**src/hdl/vsd_pkg.sv**
```systemverilog
// shared types and constants for the variable-length integer stream decoder
`default_nettype none
package vsd_pkg;

    localparam int unsigned VALUE_W     = 64;
    localparam int unsigned COUNT_W     = 4;
    localparam int unsigned BYTE_W      = 8;
    localparam int unsigned GROUP_W     = 7;
    localparam int unsigned OUT_TDATA_W = 72;
    localparam int unsigned APB_ADDR_W  = 3;
    localparam int unsigned APB_DATA_W  = 32;

    localparam logic [COUNT_W-1:0] LEB_MAX_BYTES = 4'd10;
    localparam logic [COUNT_W-1:0] SQL_MAX_BYTES = 4'd9;
    localparam logic [COUNT_W-1:0] SQL_FULL_IDX  = 4'd8;

    // register indexes
    localparam logic [0:0] REG_MODE = 1'b0;

    typedef struct packed {
        logic [VALUE_W-1:0] acc;
        logic [COUNT_W-1:0] cnt;
    } t_state;

    typedef struct packed {
        logic               valid;
        logic [VALUE_W-1:0] value;
        logic [COUNT_W-1:0] byte_count;
        logic               terminated;
    } t_result;

    typedef struct packed {
        logic mode_leb128;
        logic clear;
    } t_cfg;

endpackage
`default_nettype wire

```
**src/hdl/vsd_cfg.sv**
```systemverilog
// apb configuration register for the decoder mode
`default_nettype none
module vsd_cfg (
    input  wire logic                              i_clk,
    input  wire logic                              i_rst_n,
    input  wire logic                              psel,
    input  wire logic                              penable,
    input  wire logic                              pwrite,
    input  wire logic [vsd_pkg::APB_ADDR_W-1:0]    paddr,
    input  wire logic [vsd_pkg::APB_DATA_W-1:0]    pwdata,
    output logic      [vsd_pkg::APB_DATA_W-1:0]    prdata,
    output logic                                   pready,
    output vsd_pkg::t_cfg                          o_cfg
);

    logic r_mode;
    logic wr_mode;

    assign pready  = 1'b1;
    assign wr_mode = psel && penable && pwrite && (paddr[2:2] == vsd_pkg::REG_MODE);

    always_ff @(posedge i_clk) begin
        if (!i_rst_n) begin
            r_mode <= 1'b0;
        end else if (wr_mode) begin
            r_mode <= pwdata[0];
        end
    end

    always_comb begin
        prdata = '0;
        if (paddr[2:2] == vsd_pkg::REG_MODE) begin
            prdata = {{(vsd_pkg::APB_DATA_W-1){1'b0}}, r_mode};
        end
    end

    // any write to the mode register drops a partly decoded integer
    assign o_cfg.mode_leb128 = r_mode;
    assign o_cfg.clear       = wr_mode;

endmodule
`default_nettype wire

```
**src/hdl/vsd_step.sv**
```systemverilog
// one decode step: folds a byte into the accumulator and decides on a result
`default_nettype none
module vsd_step (
    input  wire logic                           i_mode_leb128,
    input  wire vsd_pkg::t_state                i_state,
    input  wire logic [vsd_pkg::BYTE_W-1:0]     i_byte,
    input  wire logic                           i_end,
    output vsd_pkg::t_state                     o_state,
    output vsd_pkg::t_result                    o_result
);

    logic [6:0]                     sh;
    logic [vsd_pkg::VALUE_W-1:0]    group;
    logic [vsd_pkg::VALUE_W-1:0]    acc_n;
    logic [vsd_pkg::COUNT_W-1:0]    count;
    logic [vsd_pkg::COUNT_W-1:0]    limit;
    logic                           done;

    assign sh    = {3'b000, i_state.cnt} * 7'd7;
    assign group = {{(vsd_pkg::VALUE_W-vsd_pkg::GROUP_W){1'b0}}, i_byte[6:0]};
    assign count = i_state.cnt + 4'd1;

    always_comb begin
        acc_n = i_state.acc;
        done  = !i_byte[7];
        if (i_mode_leb128) begin
            limit = vsd_pkg::LEB_MAX_BYTES;
            // group 10 keeps only bit 63, the rest falls off the top
            if (i_state.cnt < vsd_pkg::LEB_MAX_BYTES) begin
                acc_n = i_state.acc | (group << sh);
            end
        end else begin
            limit = vsd_pkg::SQL_MAX_BYTES;
            if (i_state.cnt >= vsd_pkg::SQL_FULL_IDX) begin
                acc_n = {i_state.acc[vsd_pkg::VALUE_W-9:0], i_byte};
                done  = 1'b1;
            end else begin
                acc_n = {i_state.acc[vsd_pkg::VALUE_W-8:0], i_byte[6:0]};
            end
        end
    end

    always_comb begin
        o_result = '0;
        o_state  = '0;
        if (done) begin
            o_result.valid      = 1'b1;
            o_result.value      = acc_n;
            o_result.byte_count = count;
            o_result.terminated = 1'b1;
        end else if (count >= limit || i_end) begin
            o_result.valid = 1'b1;
        end else begin
            o_state.acc = acc_n;
            o_state.cnt = count;
        end
    end

endmodule
`default_nettype wire

```
**src/hdl/varint_stream_decoder.sv**
```systemverilog
// top level of the LEB128 / SQLite varint stream decoder
//
//  port group  | dir | payload
//  s_*         | in  | tdata[7:0] data_byte, tlast buffer_end
//  m_*         | out | tdata[63:0] value, [67:64] byte_count, zero fill; tuser terminated
//  p* (apb)    | in  | register 0 at byte address 0: mode_leb128 (1 = LEB128)
//
// one byte per cycle sustained while the output is not stalled; an accepted byte
// goes from the input register through one decode step into the output register
// once that register is free or being taken. reset is synchronous and clears the
// mode, the partial integer and both valid flags. a stalled output holds its word
// while the input register still takes a byte, stalling only when both are full.
`default_nettype none
module varint_stream_decoder (
    input  wire logic                                  i_clk,
    input  wire logic                                  i_rst_n,
    input  wire logic                                  s_tvalid,
    output logic                                       s_tready,
    input  wire logic [vsd_pkg::BYTE_W-1:0]            s_tdata,  // [7:0] data_byte
    input  wire logic                                  s_tlast,  // buffer_end
    output logic                                       m_tvalid,
    input  wire logic                                  m_tready,
    output logic      [vsd_pkg::OUT_TDATA_W-1:0]       m_tdata,  // [63:0] value, [67:64] byte_count
    output logic      [0:0]                            m_tuser,  // [0] terminated
    input  wire logic                                  psel,
    input  wire logic                                  penable,
    input  wire logic                                  pwrite,
    input  wire logic [vsd_pkg::APB_ADDR_W-1:0]        paddr,
    input  wire logic [vsd_pkg::APB_DATA_W-1:0]        pwdata,
    output logic      [vsd_pkg::APB_DATA_W-1:0]        prdata,
    output logic                                       pready
);

    vsd_pkg::t_cfg      cfg;
    vsd_pkg::t_state    r_state;
    vsd_pkg::t_state    n_state;
    vsd_pkg::t_result   step_res;

    logic                           r_in_valid;
    logic [vsd_pkg::BYTE_W-1:0]     r_in_byte;
    logic                           r_in_end;
    logic                           r_out_valid;
    logic [vsd_pkg::VALUE_W-1:0]    r_out_value;
    logic [vsd_pkg::COUNT_W-1:0]    r_out_count;
    logic                           r_out_term;

    logic out_free;
    logic s_fire;
    logic step_go;

    vsd_cfg u_cfg (
        .i_clk   (i_clk),
        .i_rst_n (i_rst_n),
        .psel    (psel),
        .penable (penable),
        .pwrite  (pwrite),
        .paddr   (paddr),
        .pwdata  (pwdata),
        .prdata  (prdata),
        .pready  (pready),
        .o_cfg   (cfg)
    );

    vsd_step u_step (
        .i_mode_leb128 (cfg.mode_leb128),
        .i_state       (r_state),
        .i_byte        (r_in_byte),
        .i_end         (r_in_end),
        .o_state       (n_state),
        .o_result      (step_res)
    );

    assign out_free = !r_out_valid || m_tready;
    assign step_go  = r_in_valid && out_free;
    assign s_tready = !r_in_valid || out_free;
    assign s_fire   = s_tvalid && s_tready;

    always_ff @(posedge i_clk) begin
        if (!i_rst_n) begin
            r_in_valid <= 1'b0;
        end else if (s_tready) begin
            r_in_valid <= s_tvalid;
        end
    end

    always_ff @(posedge i_clk) begin
        if (s_fire) begin
            r_in_byte <= s_tdata;
            r_in_end  <= s_tlast;
        end
    end

    always_ff @(posedge i_clk) begin
        if (!i_rst_n) begin
            r_state <= '0;
        end else if (cfg.clear) begin
            r_state <= '0;
        end else if (step_go) begin
            r_state <= n_state;
        end
    end

    always_ff @(posedge i_clk) begin
        if (!i_rst_n) begin
            r_out_valid <= 1'b0;
        end else if (out_free) begin
            r_out_valid <= step_go && step_res.valid;
        end
    end

    always_ff @(posedge i_clk) begin
        if (step_go && step_res.valid) begin
            r_out_value <= step_res.value;
            r_out_count <= step_res.byte_count;
            r_out_term  <= step_res.terminated;
        end
    end

    assign m_tvalid = r_out_valid;
    assign m_tdata  = {{(vsd_pkg::OUT_TDATA_W-vsd_pkg::VALUE_W-vsd_pkg::COUNT_W){1'b0}},
                       r_out_count, r_out_value};
    assign m_tuser  = r_out_term;

endmodule
`default_nettype wire

```
**config.mk**
```make
export PLATFORM = sky130hd
export DESIGN_NAME = varint_stream_decoder
export DESIGN_NICKNAME = d
export VERILOG_FILES = /design/src/hdl/vsd_pkg.sv /design/src/hdl/vsd_cfg.sv /design/src/hdl/vsd_step.sv /design/src/hdl/varint_stream_decoder.sv
export SDC_FILE = /design/constraint.sdc
export NUM_CORES = 1
export LEC_CHECK = 0
export BUFFER_PORTS_ARGS = -buffer_cell sky130_fd_sc_hd__buf_4
export CORE_UTILIZATION = 51
export DETAILED_ROUTE_END_ITERATION = 10
export HOLD_SLACK_MARGIN = 0.1
export PLACE_DENSITY = 0.77
export SYNTH_ARGS = -nofsm -noshare
export SYNTH_HDL_FRONTEND = slang
export SYNTH_HIERARCHICAL = 1
export SYNTH_SLANG_ARGS = --single-unit
```
**constraint.sdc**
```tcl
create_clock -name i_clk -period 4 [get_ports i_clk]
set_clock_uncertainty 0.1 [all_clocks]
set_input_delay 0.2 -clock i_clk [delete_from_list [all_inputs] [get_ports i_clk]]
set_output_delay 0.2 -clock i_clk [all_outputs]
set_load 0.005 [all_outputs]
```
==> impl_metrics.py <==
metrics = {
    "outcome": {
        "status": "finished, final reports clean",
    },
    "power_and_ir_drop": {
        "p_total_w": 0.00367,
        "p_per_area_nw_per_um2": 387,
        "irDropWorstVdd_uv": 265,
        "p_leak_nw": 3.47,
    },
    "global_routing": {
        "grt_max_degree": 137,
        "grt_pass1_wl_um": 31600,
        "grt_overflow": 0,
        "grt_pass1_vias": 5801,
        "grt_usage_pct": 24.7,
        "antenna_found_initial": 0,
    },
    "clock_tree": {
        "cts.clk_slew.worst_paths_ns": 0.06,
        "numCtsBuffers": 17,
        "cts.sink_count": 149,
        "cts.path.max_buffers": 2,
        "cts-root-buf": "clkbuf_16",
        "cts_tree": "built",
        "postCtsResizedCells": 0,
        "cts_setup_buffers": 0,
        "clock_latency_ns": 0.43,
        "htree_levels": 4,
        "hold_buffers": 16,
    },
    "sta": {
        "finalHoldViolCount": 0,
        "rsz0062_at_grt": "no",
        "fmax_mhz": 315,
        "finalSetupViolCount": 0,
        "min_period_ns": 3.18,
        "fin_crit_sh_pct": 79.5,
        "fin_hold_ws_ns": 0.250,
        "slew_headroom_pct": 33.8,
        "worst_slew_pin_slew_ns": 0.993,
        "final-max-slew-violation-count": 0,
        "fin_ws_ns": 0.821,
        "fin_setup_tns_ns": 0,
    },
    "synth": {
        "yosys_register_bits": 149,
        "synth_cell_types": 45,
        "synth_cells": 887,
        "synth-main-ff-cell": "edfxtp_1",
        "syn-cell-area_sq_um": 8200,
        "yosysWarnings": 6,
        "synth_edf_count": 78,
        "synth_area_per_cell_sq_um": 9.24,
        "ys_async_sr_fraction_pct": 0,
        "yosysSeqAreaShare_pct": 45.9,
    },
    "floorplanning": {
        "die-area_sq_um": 16600,
        "die_w_um": 129,
        "start_util_pct": 53.1,
        "coreArea_sq_um": 15400,
        "die_h_um": 129,
        "io_pins": 159,
        "rows": 45,
    },
    "layout": {
        "multi_input_area_sq_um": 3830,
        "final.fill_count": 1335,
        "final_nets": 987,
        "regArea_sq_um": 3770,
        "layout-drive-gt1-share_pct": 17.5,
        "antenna_cells": 0,
        "area_delta_synth_final_pct": 15.6,
    },
    "route": {
        "drc_errors": 0,
        "via_count": 6680,
        "topRoutingLayerUsed": "met4",
        "wl_met2_um": 9230,
        "met1Wirelength_um": 8740,
        "drtAntennaViolNets": 0,
        "viasPerCell": 5.77,
        "wl_met3_um": 1550,
        "drt_first_pass_iters": 5,
        "post_drt_wl_per_cell_um": 17.2,
        "wirelength_um": 19900,
        "first_iter_violations": 968,
    },
    "critical_path": {
        "path_max_fanout": 42,
        "cp.required_ns": 4.07,
        "cp-start-kind": "flip-flop",
        "r2r_setup_slack_ns": 0.82,
        "crit_arrival_ns": 3.24,
        "ff2ff_path_depth": 6,
        "critical_path_class": "flip-flop to flip-flop",
        "end_kind": "flip-flop",
        "reg2reg_from": "r_state[0]$_SDFFE_PP0P_",
        "r2r_end": "r_out_value[42]$_DFFE_PP_",
    },
    "worst_hold_path": {
        "hold_path_end": "m_tvalid$_SDFFE_PN0P_",
        "worstHoldPathCells": 3,
        "hold_path_class": "primary input to flip-flop",
        "hp-start": "m_tready",
    },
    "run": {
        "drv_cap": 0,
    },
    "placement": {
        "numPortBuffers": 89,
        "gp_congestion": 0.855,
        "hpwl_um": 11400,
        "dpl_worst_slack_ns": 0.870,
    },
}
area by class of cell:
cell class	instances	share of cell area [%]
sequential	149	39.8
clock inverter	11	1.92
timing repair buffer	118	10.0
inverter	3	0.119
clock buffer	21	4.86
multi-input combinational	644	40.5
tap	211	2.79
kinds of logic after synthesis:
kind of cell / count (synthesis) / share of synthesized area [%]
simple gates: 362 / 23.2
compound gates: 182 / 14.0
flops: 149 / 45.9
buf+inv: 127 / 8.92
mux: 58 / 7.08
fa+ha+maj: 3 / 0.458
other cells: 3 / 0.137
xor+xnor: 3 / 0.321
sequential cells by signal, summed over array words and instances, names as in the netlist:
signal and cells:
m_tuser 1, m_tvalid 1, r_out_count 4, r_in_end 1
u_cfg/r_mode 1, r_out_value 64, r_state 68, r_in_valid 1
r_in_byte 8
stage by stage:
stage / util, % / std cells / cell area, sq um
CTS: 61.4 / 1157 / 9470
global route: 61.4 / 1157 / 9470
finish: 61.4 / 1157 / 9470
detailed placement: 56.2 / 1109 / 8670
floorplan: - / 920 / 8320
global placement: 56.2 / 1109 / 8670
report_power, final:
part	internal (W)	switching [W]	leakage, nW
registers	0.00164	0.0000289	1.34
clock network	0.00113	0.000612	0.314
logic	0.0000877	0.000168	1.82
total	0.00286	0.000808	3.47
cells in the mapped netlist, types with 3 or more instances:
cell type	number	area share (%)
a211oi_1	36	3.3
a21oi_1	38	2.3
and2_1	39	3.0
and4bb_1	3	0.46
buf_1	3	0.14
buf_2	21	1.3
buf_4	42	3.8
buf_6	9	1.2
clkbuf_1	47	2.2
conb_1	3	0.14
dfxtp_1	71	17
edfxtp_1	78	29
ha_1	3	0.46
mux2i_1	58	7.1
nand2_1	96	4.4
nand2b_1	6	0.46
nand4_1	68	5.2
nor2_1	81	3.7
nor2b_1	48	3.7
o21ai_0	62	3.8
o21ai_2	20	2.1
o31ai_1	21	1.9
or3b_1	6	0.64
worst max-delay path, cell delays in order, from the launching register on:
cell,delay (ns)
dfxtp_1,0.77
ha_1,0.36
ha_1,0.28
a211o_1,0.30
a211o_2,0.33
and3_2,0.44
buf_12,0.29
cells in the final DEF (no fill, tap or decap), drive strengths merged, types with 2 or more instances in the layout:
cell type	netlist	final
buf	75	102
nand2	96	96
o21ai	82	82
nor2	81	81
edfxtp	78	78
dfxtp	71	71
nand4	68	68
mux2i	58	58
nor2b	48	48
and2	40	40
a21oi	38	38
conb	3	36
a211oi	36	36
o31ai	21	21
clkbuf	49	21
dlygate4sd3	0	16
or3b	8	8
nand2b	7	7
bufinv	0	5
clkinv	0	5
and4bb	3	3
ha	3	3
inv	3	3
xor2	2	2
nor4b	2	2
and4b	2	2
a211o	2	2
per-layer routing:
layer | vias up | GRT usage (%)
met5 | - | 0
met3 | 39 | 4.86
met4 | 0 | 8.10
met1 | 3121 | 35.0
met2 | 331 | 37.8
li1 | 3189 | -
worst max path at each step:
stage | startpoint | endpoint | slack [ns] | cells after the start
6_report | r_state[0]$_SDFFE_PP0P_ | r_out_value[42]$_DFFE_PP_ | 0.82 | 6
5_1_grt | r_state[0]$_SDFFE_PP0P_ | r_out_value[42]$_DFFE_PP_ | 0.73 | 6
3_5_place_dp | r_state[0]$_SDFFE_PP0P_ | r_out_value[44]$_DFFE_PP_ | 0.87 | 6
3_3_place_gp | r_state[0]$_SDFFE_PP0P_ | r_out_value[44]$_DFFE_PP_ | 0.91 | 6
4_1_cts | r_state[0]$_SDFFE_PP0P_ | r_out_value[43]$_DFFE_PP_ | 0.85 | 6
2_1_floorplan | u_cfg/r_mode$_SDFFE_PN0P_ | m_tuser$_DFFE_PP_ | 0.51 | 11
Power figures use the tool's default switching activity.
